## src/hdl/lfa_pkg.sv

```systemverilog
package lfa_pkg;

  // Bitmap row width: one memory word holds this many offset bits.
  localparam int unsigned WORD_W = 32;
  localparam int unsigned BIT_W  = 5;
  localparam int unsigned ADDR_W = 32;

  // Configuration register indexes
  localparam logic CFG_FIRST = 1'b0;
  localparam logic CFG_LAST  = 1'b1;

  // Request kinds carried in tuser
  localparam logic ACT_OBTAIN  = 1'b0;
  localparam logic ACT_RELEASE = 1'b1;

  typedef enum logic [2:0] {
    ST_CLEAR,
    ST_IDLE,
    ST_DECODE,
    ST_SCAN,
    ST_RLS_WR,
    ST_DONE
  } state_e;

  // Result of examining one bitmap row
  typedef struct packed {
    logic             hit;       // a usable free bit exists in this row
    logic [BIT_W-1:0] idx;       // lowest such bit
    logic             last_row;  // no usable offsets past this row
  } pick_t;

endpackage

```

## src/hdl/lfa_ram.sv

```systemverilog
module lfa_ram #(
  parameter int unsigned WIDTH = 32,
  parameter int unsigned DEPTH = 8,
  localparam int unsigned AW = (DEPTH > 1) ? $clog2(DEPTH) : 1
) (
  input  logic             clk_i,
  input  logic             we_i,
  input  logic [AW-1:0]    waddr_i,
  input  logic [WIDTH-1:0] wdata_i,
  input  logic [AW-1:0]    raddr_i,
  output logic [WIDTH-1:0] rdata_o
);

  logic [WIDTH-1:0] mem [DEPTH];

  always_ff @(posedge clk_i) begin
    if (we_i) begin
      mem[waddr_i] <= wdata_i;
    end
  end

  always_ff @(posedge clk_i) begin
    rdata_o <= mem[raddr_i];
  end

endmodule

```

## src/hdl/lfa_pick.sv

```systemverilog
module lfa_pick #(
  parameter int unsigned CNT_W = 9,
  parameter int unsigned ROW_W = 3
) (
  input  logic [lfa_pkg::WORD_W-1:0] word_i,
  input  logic [CNT_W-1:0]           limit_i,
  input  logic [ROW_W-1:0]           row_i,
  output lfa_pkg::pick_t             pick_o
);
  import lfa_pkg::*;

  localparam int unsigned EXT_W = (CNT_W > ROW_W + BIT_W) ? CNT_W + 1 : ROW_W + BIT_W + 1;

  logic [EXT_W-1:0]  base;
  logic [EXT_W-1:0]  rem;
  logic [WORD_W-1:0] mask;
  logic [WORD_W-1:0] masked;

  // Usable bits left from the start of this row: limit minus row base.
  assign base = EXT_W'({row_i, BIT_W'(0)});
  assign rem  = EXT_W'(limit_i) - base;

  always_comb begin
    if (rem[EXT_W-1] || (rem == '0)) begin
      mask = '0;
    end else if (rem >= EXT_W'(WORD_W)) begin
      mask = '1;
    end else begin
      mask = ~({WORD_W{1'b1}} << rem[BIT_W-1:0]);
    end
  end

  assign masked = word_i & mask;

  // Priority encode: lowest set bit wins.
  always_comb begin
    pick_o.idx = '0;
    for (int b = WORD_W - 1; b >= 0; b--) begin
      if (masked[b]) begin
        pick_o.idx = BIT_W'(b);
      end
    end
    pick_o.hit      = |masked;
    pick_o.last_row = rem[EXT_W-1] || (rem <= EXT_W'(WORD_W));
  end

endmodule

```

## src/hdl/lowest_free_address_allocator_top.sv

```systemverilog
// Channel   Dir  Handshake                    Payload
// s_axis    in   s_axis_tvalid/tready         tdata: address; tuser: action
// m_axis    out  m_axis_tvalid/tready         tdata: leased_address; tuser: pool_empty
// cfg       in   cfg_we_i (no wait)           cfg_index_i selects first/last, cfg_wdata_i
//
// The free bitmap lives in one RAM of 32-bit rows, ceil(POOL_SIZE/32) rows deep.
// Obtain: a decode state, scan states (one row read and priority-encoded per cycle), then
// a done state that loads the output register; with no usable offsets decode goes to done.
// Release: decode issues the row read, the next cycle writes it back; one outside the pool
// drops in decode. Every item returns to idle, the only state that takes a transfer.
// Reset and every config write run a clearing pass over every row, tready low.
// A result waits in the output register while the next item runs; an obtain holds in done
// only while the previous result is still stalled.
module lowest_free_address_allocator_top #(
  parameter int unsigned POOL_SIZE = 256
) (
  input  logic        clk_i,
  input  logic        rst_ni,
  // configuration
  input  logic        cfg_we_i,
  input  logic        cfg_index_i,
  input  logic [31:0] cfg_wdata_i,
  // requests
  input  logic        s_axis_tvalid_i,
  output logic        s_axis_tready_o,
  input  logic [31:0] s_axis_tdata_i,   // [31:0] address
  input  logic        s_axis_tuser_i,   // [0] action
  // results
  output logic        m_axis_tvalid_o,
  input  logic        m_axis_tready_i,
  output logic [31:0] m_axis_tdata_o,   // [31:0] leased_address
  output logic        m_axis_tuser_o    // [0] pool_empty
);
  import lfa_pkg::*;

  localparam int unsigned OFF_W = (POOL_SIZE > 1) ? $clog2(POOL_SIZE) : 1;
  localparam int unsigned CNT_W = OFF_W + 1;
  localparam int unsigned ROWS  = (POOL_SIZE + WORD_W - 1) / WORD_W;
  localparam int unsigned ROW_W = (ROWS > 1) ? $clog2(ROWS) : 1;
  localparam int unsigned LOC_W = ROW_W + BIT_W;
  localparam int unsigned N_RST = (POOL_SIZE < 256) ? POOL_SIZE : 256;

  state_e            state_q, state_d;
  logic [ADDR_W-1:0] first_q, last_q;
  logic [CNT_W-1:0]  n_q;
  logic [ROW_W-1:0]  clr_q;
  logic [ROW_W-1:0]  scan_q;
  logic              out_valid_q;
  logic [ADDR_W-1:0] out_addr_q;
  logic              out_empty_q;

  logic              act_q;
  logic [ADDR_W-1:0] addr_q;
  logic [LOC_W-1:0]  rls_loc_q;
  logic [LOC_W-1:0]  found_q;
  logic              empty_q;

  logic              ram_we;
  logic [ROW_W-1:0]  ram_waddr;
  logic [WORD_W-1:0] ram_wdata;
  logic [ROW_W-1:0]  ram_raddr;
  logic [WORD_W-1:0] ram_rdata;

  pick_t             pick;
  logic [ADDR_W:0]   rls_diff;
  logic              rls_ok;
  logic [LOC_W-1:0]  rls_loc;
  logic              out_free;

  lfa_ram #(
    .WIDTH (WORD_W),
    .DEPTH (ROWS)
  ) u_map (
    .clk_i   (clk_i),
    .we_i    (ram_we),
    .waddr_i (ram_waddr),
    .wdata_i (ram_wdata),
    .raddr_i (ram_raddr),
    .rdata_o (ram_rdata)
  );

  lfa_pick #(
    .CNT_W (CNT_W),
    .ROW_W (ROW_W)
  ) u_pick (
    .word_i  (ram_rdata),
    .limit_i (n_q),
    .row_i   (scan_q),
    .pick_o  (pick)
  );

  // Release range check: address within [first, last] and offset inside the pool.
  assign rls_diff = {1'b0, addr_q} - {1'b0, first_q};
  assign rls_ok   = !rls_diff[ADDR_W] && (addr_q <= last_q) &&
                    (rls_diff[ADDR_W-1:0] < ADDR_W'(POOL_SIZE));
  assign rls_loc  = rls_diff[LOC_W-1:0];

  assign s_axis_tready_o = (state_q == ST_IDLE);
  assign out_free        = !out_valid_q || m_axis_tready_i;

  assign m_axis_tvalid_o = out_valid_q;
  assign m_axis_tdata_o  = out_addr_q;
  assign m_axis_tuser_o  = out_empty_q;

  // Sequencer. Every RAM write lands before the next read of any row is issued,
  // so no forwarding path is needed.
  always_comb begin
    state_d   = state_q;
    ram_we    = 1'b0;
    ram_waddr = '0;
    ram_wdata = '0;
    ram_raddr = '0;
    case (state_q)
      ST_CLEAR: begin
        ram_we    = 1'b1;
        ram_waddr = clr_q;
        ram_wdata = '1;
        if (clr_q == ROW_W'(ROWS - 1)) begin
          state_d = ST_IDLE;
        end
      end
      ST_IDLE: begin
        if (s_axis_tvalid_i) begin
          state_d = ST_DECODE;
        end
      end
      ST_DECODE: begin
        if (act_q == ACT_RELEASE) begin
          ram_raddr = rls_loc[LOC_W-1:BIT_W];
          state_d   = rls_ok ? ST_RLS_WR : ST_IDLE;
        end else if (n_q == '0) begin
          state_d = ST_DONE;
        end else begin
          ram_raddr = '0;
          state_d   = ST_SCAN;
        end
      end
      ST_SCAN: begin
        if (pick.hit) begin
          // take the bit
          ram_we    = 1'b1;
          ram_waddr = scan_q;
          ram_wdata = ram_rdata & ~(WORD_W'(1) << pick.idx);
          state_d   = ST_DONE;
        end else if (pick.last_row) begin
          state_d = ST_DONE;
        end else begin
          ram_raddr = scan_q + ROW_W'(1);
        end
      end
      ST_RLS_WR: begin
        ram_we    = 1'b1;
        ram_waddr = rls_loc_q[LOC_W-1:BIT_W];
        ram_wdata = ram_rdata | (WORD_W'(1) << rls_loc_q[BIT_W-1:0]);
        state_d   = ST_IDLE;
      end
      ST_DONE: begin
        if (out_free) begin
          state_d = ST_IDLE;
        end
      end
      default: begin
        state_d = ST_CLEAR;
      end
    endcase
    // a config write restarts the clearing pass
    if (cfg_we_i) begin
      state_d = ST_CLEAR;
    end
  end

  always_ff @(posedge clk_i or negedge rst_ni) begin
    if (!rst_ni) begin
      state_q     <= ST_CLEAR;
      first_q     <= '0;
      last_q      <= ADDR_W'(255);
      n_q         <= CNT_W'(N_RST);
      clr_q       <= '0;
      out_valid_q <= 1'b0;
    end else begin
      state_q <= state_d;

      // usable offsets: min(last - first + 1, POOL_SIZE), zero when last < first
      if (last_q < first_q) begin
        n_q <= '0;
      end else if (({1'b0, last_q} - {1'b0, first_q}) < (ADDR_W + 1)'(POOL_SIZE)) begin
        n_q <= CNT_W'({1'b0, last_q} - {1'b0, first_q} + (ADDR_W + 1)'(1));
      end else begin
        n_q <= CNT_W'(POOL_SIZE);
      end

      if (cfg_we_i) begin
        clr_q <= '0;
        if (cfg_index_i == CFG_FIRST) begin
          first_q <= cfg_wdata_i;
        end else begin
          last_q <= cfg_wdata_i;
        end
      end else if (state_q == ST_CLEAR) begin
        clr_q <= clr_q + ROW_W'(1);
      end

      if ((state_q == ST_DONE) && out_free) begin
        out_valid_q <= 1'b1;
      end else if (m_axis_tready_i) begin
        out_valid_q <= 1'b0;
      end
    end
  end

  // Payload registers
  always_ff @(posedge clk_i) begin
    if (s_axis_tready_o && s_axis_tvalid_i) begin
      act_q  <= s_axis_tuser_i;
      addr_q <= s_axis_tdata_i;
    end
    if (state_q == ST_DECODE) begin
      rls_loc_q <= rls_loc;
      scan_q    <= '0;
      empty_q   <= (n_q == '0);
    end
    if (state_q == ST_SCAN) begin
      if (pick.hit) begin
        found_q <= {scan_q, pick.idx};
        empty_q <= 1'b0;
      end else if (pick.last_row) begin
        empty_q <= 1'b1;
      end else begin
        scan_q <= scan_q + ROW_W'(1);
      end
    end
    if ((state_q == ST_DONE) && out_free) begin
      out_addr_q  <= empty_q ? '0 : first_q + ADDR_W'(found_q);
      out_empty_q <= empty_q;
    end
  end

  a_idle_no_write: assert property (@(posedge clk_i) disable iff (!rst_ni)
    (state_q == ST_IDLE) |-> !ram_we)
    else $error("bitmap written while idle");

  a_load_from_done: assert property (@(posedge clk_i) disable iff (!rst_ni)
    (state_q == ST_DONE) && out_free |=> out_valid_q)
    else $error("result not loaded from done state");

  a_empty_zero: assert property (@(posedge clk_i) disable iff (!rst_ni)
    out_valid_q && out_empty_q |-> (out_addr_q == '0))
    else $error("empty pool result carries nonzero address");

  a_n_bound: assert property (@(posedge clk_i) disable iff (!rst_ni)
    n_q <= CNT_W'(POOL_SIZE))
    else $error("usable offset count exceeds pool");

endmodule

```

## config.mk

```make
export PLATFORM = sky130hd
export DESIGN_NAME = lowest_free_address_allocator_top
export DESIGN_NICKNAME = d
export VERILOG_FILES = /design/src/hdl/lfa_pkg.sv /design/src/hdl/lfa_ram.sv /design/src/hdl/lfa_pick.sv /design/src/hdl/lowest_free_address_allocator_top.sv
export SDC_FILE = /design/constraint.sdc
export NUM_CORES = 1
export LEC_CHECK = 0
export ABC_AREA = 1
export ABC_CLOCK_PERIOD_IN_PS = 6420
export BUFFER_PORTS_ARGS = -buffer_cell sky130_fd_sc_hd__buf_2
export CAP_MARGIN = 15
export CELL_PAD_IN_SITES_DETAIL_PLACEMENT = 0
export CELL_PAD_IN_SITES_GLOBAL_PLACEMENT = 1
export CORE_AREA = 2 2 282 284
export DETAILED_ROUTE_END_ITERATION = 16
export DIE_AREA = 0 0 284 286
export MAX_ROUTING_LAYER = met4
export PLACE_DENSITY = 0.65
export SLEW_MARGIN = 20
export SYNTH_ARGS = -nofsm -noshare
export SYNTH_HDL_FRONTEND = slang
export SYNTH_SLANG_ARGS = --single-unit
```

## constraint.sdc

```tcl
create_clock -name clk_i -period 6.42 [get_ports clk_i]
set_clock_uncertainty 0.2 [all_clocks]
set_input_delay 0.642 -clock clk_i [delete_from_list [all_inputs] [get_ports clk_i]]
set_output_delay 0.642 -clock clk_i [all_outputs]
set_load 0.01 [all_outputs]
```

==> flow_summary.json <==
{
  "detail-route-antenna-nets": 0,
  "grt_usage_pct": 16.9,
  "worst_setup_path_start_kind": "register",
  "place.gp.congestion": 0.872,
  "synth_seq_cells": 454,
  "leakage_nw": 10.6,
  "setup_ws_ps": 1120,
  "timing_worst_setup_path_type": "register to register",
  "cts.repair.resized": 0,
  "synth_edf_count": 338,
  "nNetsFinal": 2734,
  "relSlewSlack_pct": 31.8,
  "drtIter0Drc": 1416,
  "drc": 0,
  "post-cts-setup-buffers": 0,
  "syn_to_final_growth_pct": 15.5,
  "grt.overflow.total": 0,
  "max_cap_viol_count": 0,
  "status": "finished, final reports clean",
  "met1_length_um": 30800,
  "htree_num_levels": 2,
  "grt_pass1_vias": 17500,
  "port_buffers": 105,
  "die_w_um": 284,
  "hold_path_end": "addr_q[10]$_DFFE_PP_",
  "rsz0062_at_grt": "false",
  "pre_cts_ws_ps": 1070,
  "cts_root_buf": "clkbuf_16",
  "min_period_over_period_pct": 82.5,
  "cp.arrival_ps": 5660,
  "cp.required_ps": 6780,
  "ctsLongestPathBuffers": 3,
  "postSynthCellCount": 2421,
  "hold_violations": 0,
  "rows": 103,
  "grt_antenna_before_repair": 0,
  "hold_path_class": "input pin to register",
  "drive_gt1_share_pct": 11.6,
  "ys_seq_area_share_pct": 55.2,
  "cts_inserted_buffers": 51,
  "r2r_slack_ps": 1120,
  "async_reset_ff_share_pct": 17.6,
  "start_util_pct": 29.8,
  "met3WireLength_um": 2480,
  "insertion_delay_ps": 630,
  "dr.pass1.iters": 6,
  "ir_drop_mv": 0.275,
  "r2r-start": "n_q[5]$_DFF_PN0_",
  "cts_tree": "done",
  "cp_common_cell": "nand2_1",
  "endpoint_kind": "register",
  "setup_viol": 0,
  "setup_tns_ps": 0,
  "yosys.cell_types.count": 63,
  "cp_slowest_stage_delay_ps": 630,
  "yosys_warnings": 0,
  "synth.avg_cell_area_um2": 9.64,
  "die_y_um": 286,
  "grt_pass1_wl_um": 104000,
  "whs_path_depth": 1,
  "wl_met2_um": 31500,
  "finalWirelength_um": 67100,
  "core_um2": 78400,
  "r2r_cells": 26,
  "via_count": 17600,
  "worst_pin_slew_ps": 997,
  "diodes": 0,
  "syn_nets": 2607,
  "vias_per_cell": 4.85,
  "cp_max_fo": 76,
  "ys.flop_type": "edfxtp_1",
  "fmax_mhz": 189,
  "maxSlewViolCount": 0,
  "power-per-cell-area_nw_per_um2": 387,
  "grt_max_degree": 77,
  "crit_slowest_cell": "buf_4",
  "clock_sink_count": 454,
  "dr.max_layer_used": "met4",
  "clkTransAtPathRegs_ps": 60,
  "worst_hold_slack_ps": 39.2,
  "avgRoutedWirePerCell_um": 18.4,
  "min_from": "s_axis_tdata_i[10]",
  "die_area_um2": 81200,
  "io_pins": 106,
  "hpwl_um": 46000,
  "r2r-end": "u_map.rdata_o[27]$_DFF_P_",
  "period_needed_ps": 5300,
  "syn-cell-area_um2": 23300
}
critical path: cells and delay by family (launching register included):
family / cells / cell delay [ps]
compound gates: 5 / 730
fa+ha+maj: 2 / 600
buf+inv: 7 / 1680
flops: 1 / 330
simple gates: 12 / 1700
through the flow:
stage,area [µm²],util [%],power [mW],std cells
after global routing,27000,34.4,11.1,3639
after floorplan,23300,-,6.56,2421
after global placement,25100,32.0,7.66,3523
final,27000,34.4,10.4,3639
after CTS,26900,34.4,10.5,3637
after detailed placement,25100,32.0,7.71,3523
routing by layer:
layer / GRT usage [%] / vias to the layer above
met1: 21.8 / 8509
met5: - / -
met3: 1.91 / 116
met4: 5.75 / 0
li1: - / 8624
met2: 27.7 / 383
cell usage in the layout, fill, tap and decap left out, drive strengths merged, types with 15 or more instances in the layout:
cell	synthesis	layout
clkbuf	58	67
dfrtp	71	71
o21bai	75	75
ha	111	111
clkinv	3	22
a31oi	41	41
edfxtp	338	338
a21oi	124	124
nand2	390	390
o211ai	25	25
buf	27	139
dlygate4sd3	0	20
nand3	74	74
o21ai	251	251
xor2	29	29
dfxtp	36	36
o31ai	15	15
nand4	23	23
xnor2	26	26
nor3	39	39
inv	281	284
nor2	287	287
o22ai	34	34
worst max-delay path by stage:
stage	from	end	slack, ps
2_1_floorplan	n_q[5]$_DFF_PN0_	u_map.mem[0][0]$_DFFE_PP_	340
3_3_place_gp	n_q[5]$_DFF_PN0_	u_map.rdata_o[27]$_DFF_P_	1070
3_5_place_dp	n_q[5]$_DFF_PN0_	u_map.rdata_o[19]$_DFF_P_	1070
4_1_cts	scan_q[2]$_DFF_P_	u_map.mem[2][8]$_DFFE_PP_	1090
5_1_grt	n_q[5]$_DFF_PN0_	u_map.rdata_o[1]$_DFF_P_	490
6_report	n_q[5]$_DFF_PN0_	u_map.rdata_o[27]$_DFF_P_	1120
registers in the layout, indices dropped and copies added (netlist names), 8 cells and up:
signal and cells:
u_map.mem 256, addr_q 32, first_q 32, last_q 32
m_axis_tdata_o 32, u_map.rdata_o 32, n_q 9, found_q 8
rls_loc_q 8
cells in the mapped netlist (11+ instances only):
library cell / instances / area share, %
nand2_1: 383 / 6.2
edfxtp_1: 338 / 43
nor2_1: 274 / 4.4
inv_1: 268 / 4.3
o21ai_0: 189 / 4.1
a21oi_1: 121 / 2.6
ha_1: 111 / 5.9
o21bai_1: 74 / 2.4
dfrtp_1: 71 / 7.6
nand3_1: 70 / 1.5
clkbuf_1: 57 / 0.92
o21ai_1: 54 / 1.2
a31oi_1: 41 / 1.1
dfxtp_1: 36 / 3.1
nor3_1: 36 / 0.77
o22ai_1: 34 / 0.91
xor2_1: 29 / 1.1
xnor2_1: 26 / 0.98
o211ai_1: 25 / 0.80
nand4_1: 22 / 0.59
o31ai_1: 15 / 0.48
inv_2: 12 / 0.19
buf_6: 11 / 0.53
nor2_2: 11 / 0.29
repair_timing:
item / CTS / global route
hold buffers: 20 / 0
hold endpoints to repair: 45 / 0
setup endpoints to repair: 0 / 0
report_power, final:
group,internal [mW],total (mW),switching (mW)
clock,1.55,2.78,1.23
sequential,4.02,4.28,0.268
combinational,1.01,3.37,2.36
cell type report:
type	count	area, µm²
clock buffer	67	1360
clock inverter	27	254
fill	8041	51400
inverter	284	1070
multi-input combinational	1598	9060
sequential	454	12900
tap	1050	1310
timing repair buffer	159	1030
kinds of logic (layout without fill, tap and decap cells):
group | Yosys count | count (layout) | share of synthesized area, %
XOR/XNOR | 55 | 55 | 2.06
flip-flops | 454 | 454 | 55.2
adder cells (fa/ha/maj) | 115 | 115 | 6.29
buffers and inverters | 369 | 537 | 6.41
AO/OA/AOI/OAI | 591 | 591 | 14.9
multiplexers | 1 | 1 | 0.0482
AND/OR/NAND/NOR | 836 | 836 | 15.1
(Power assumes the default switching activity.)
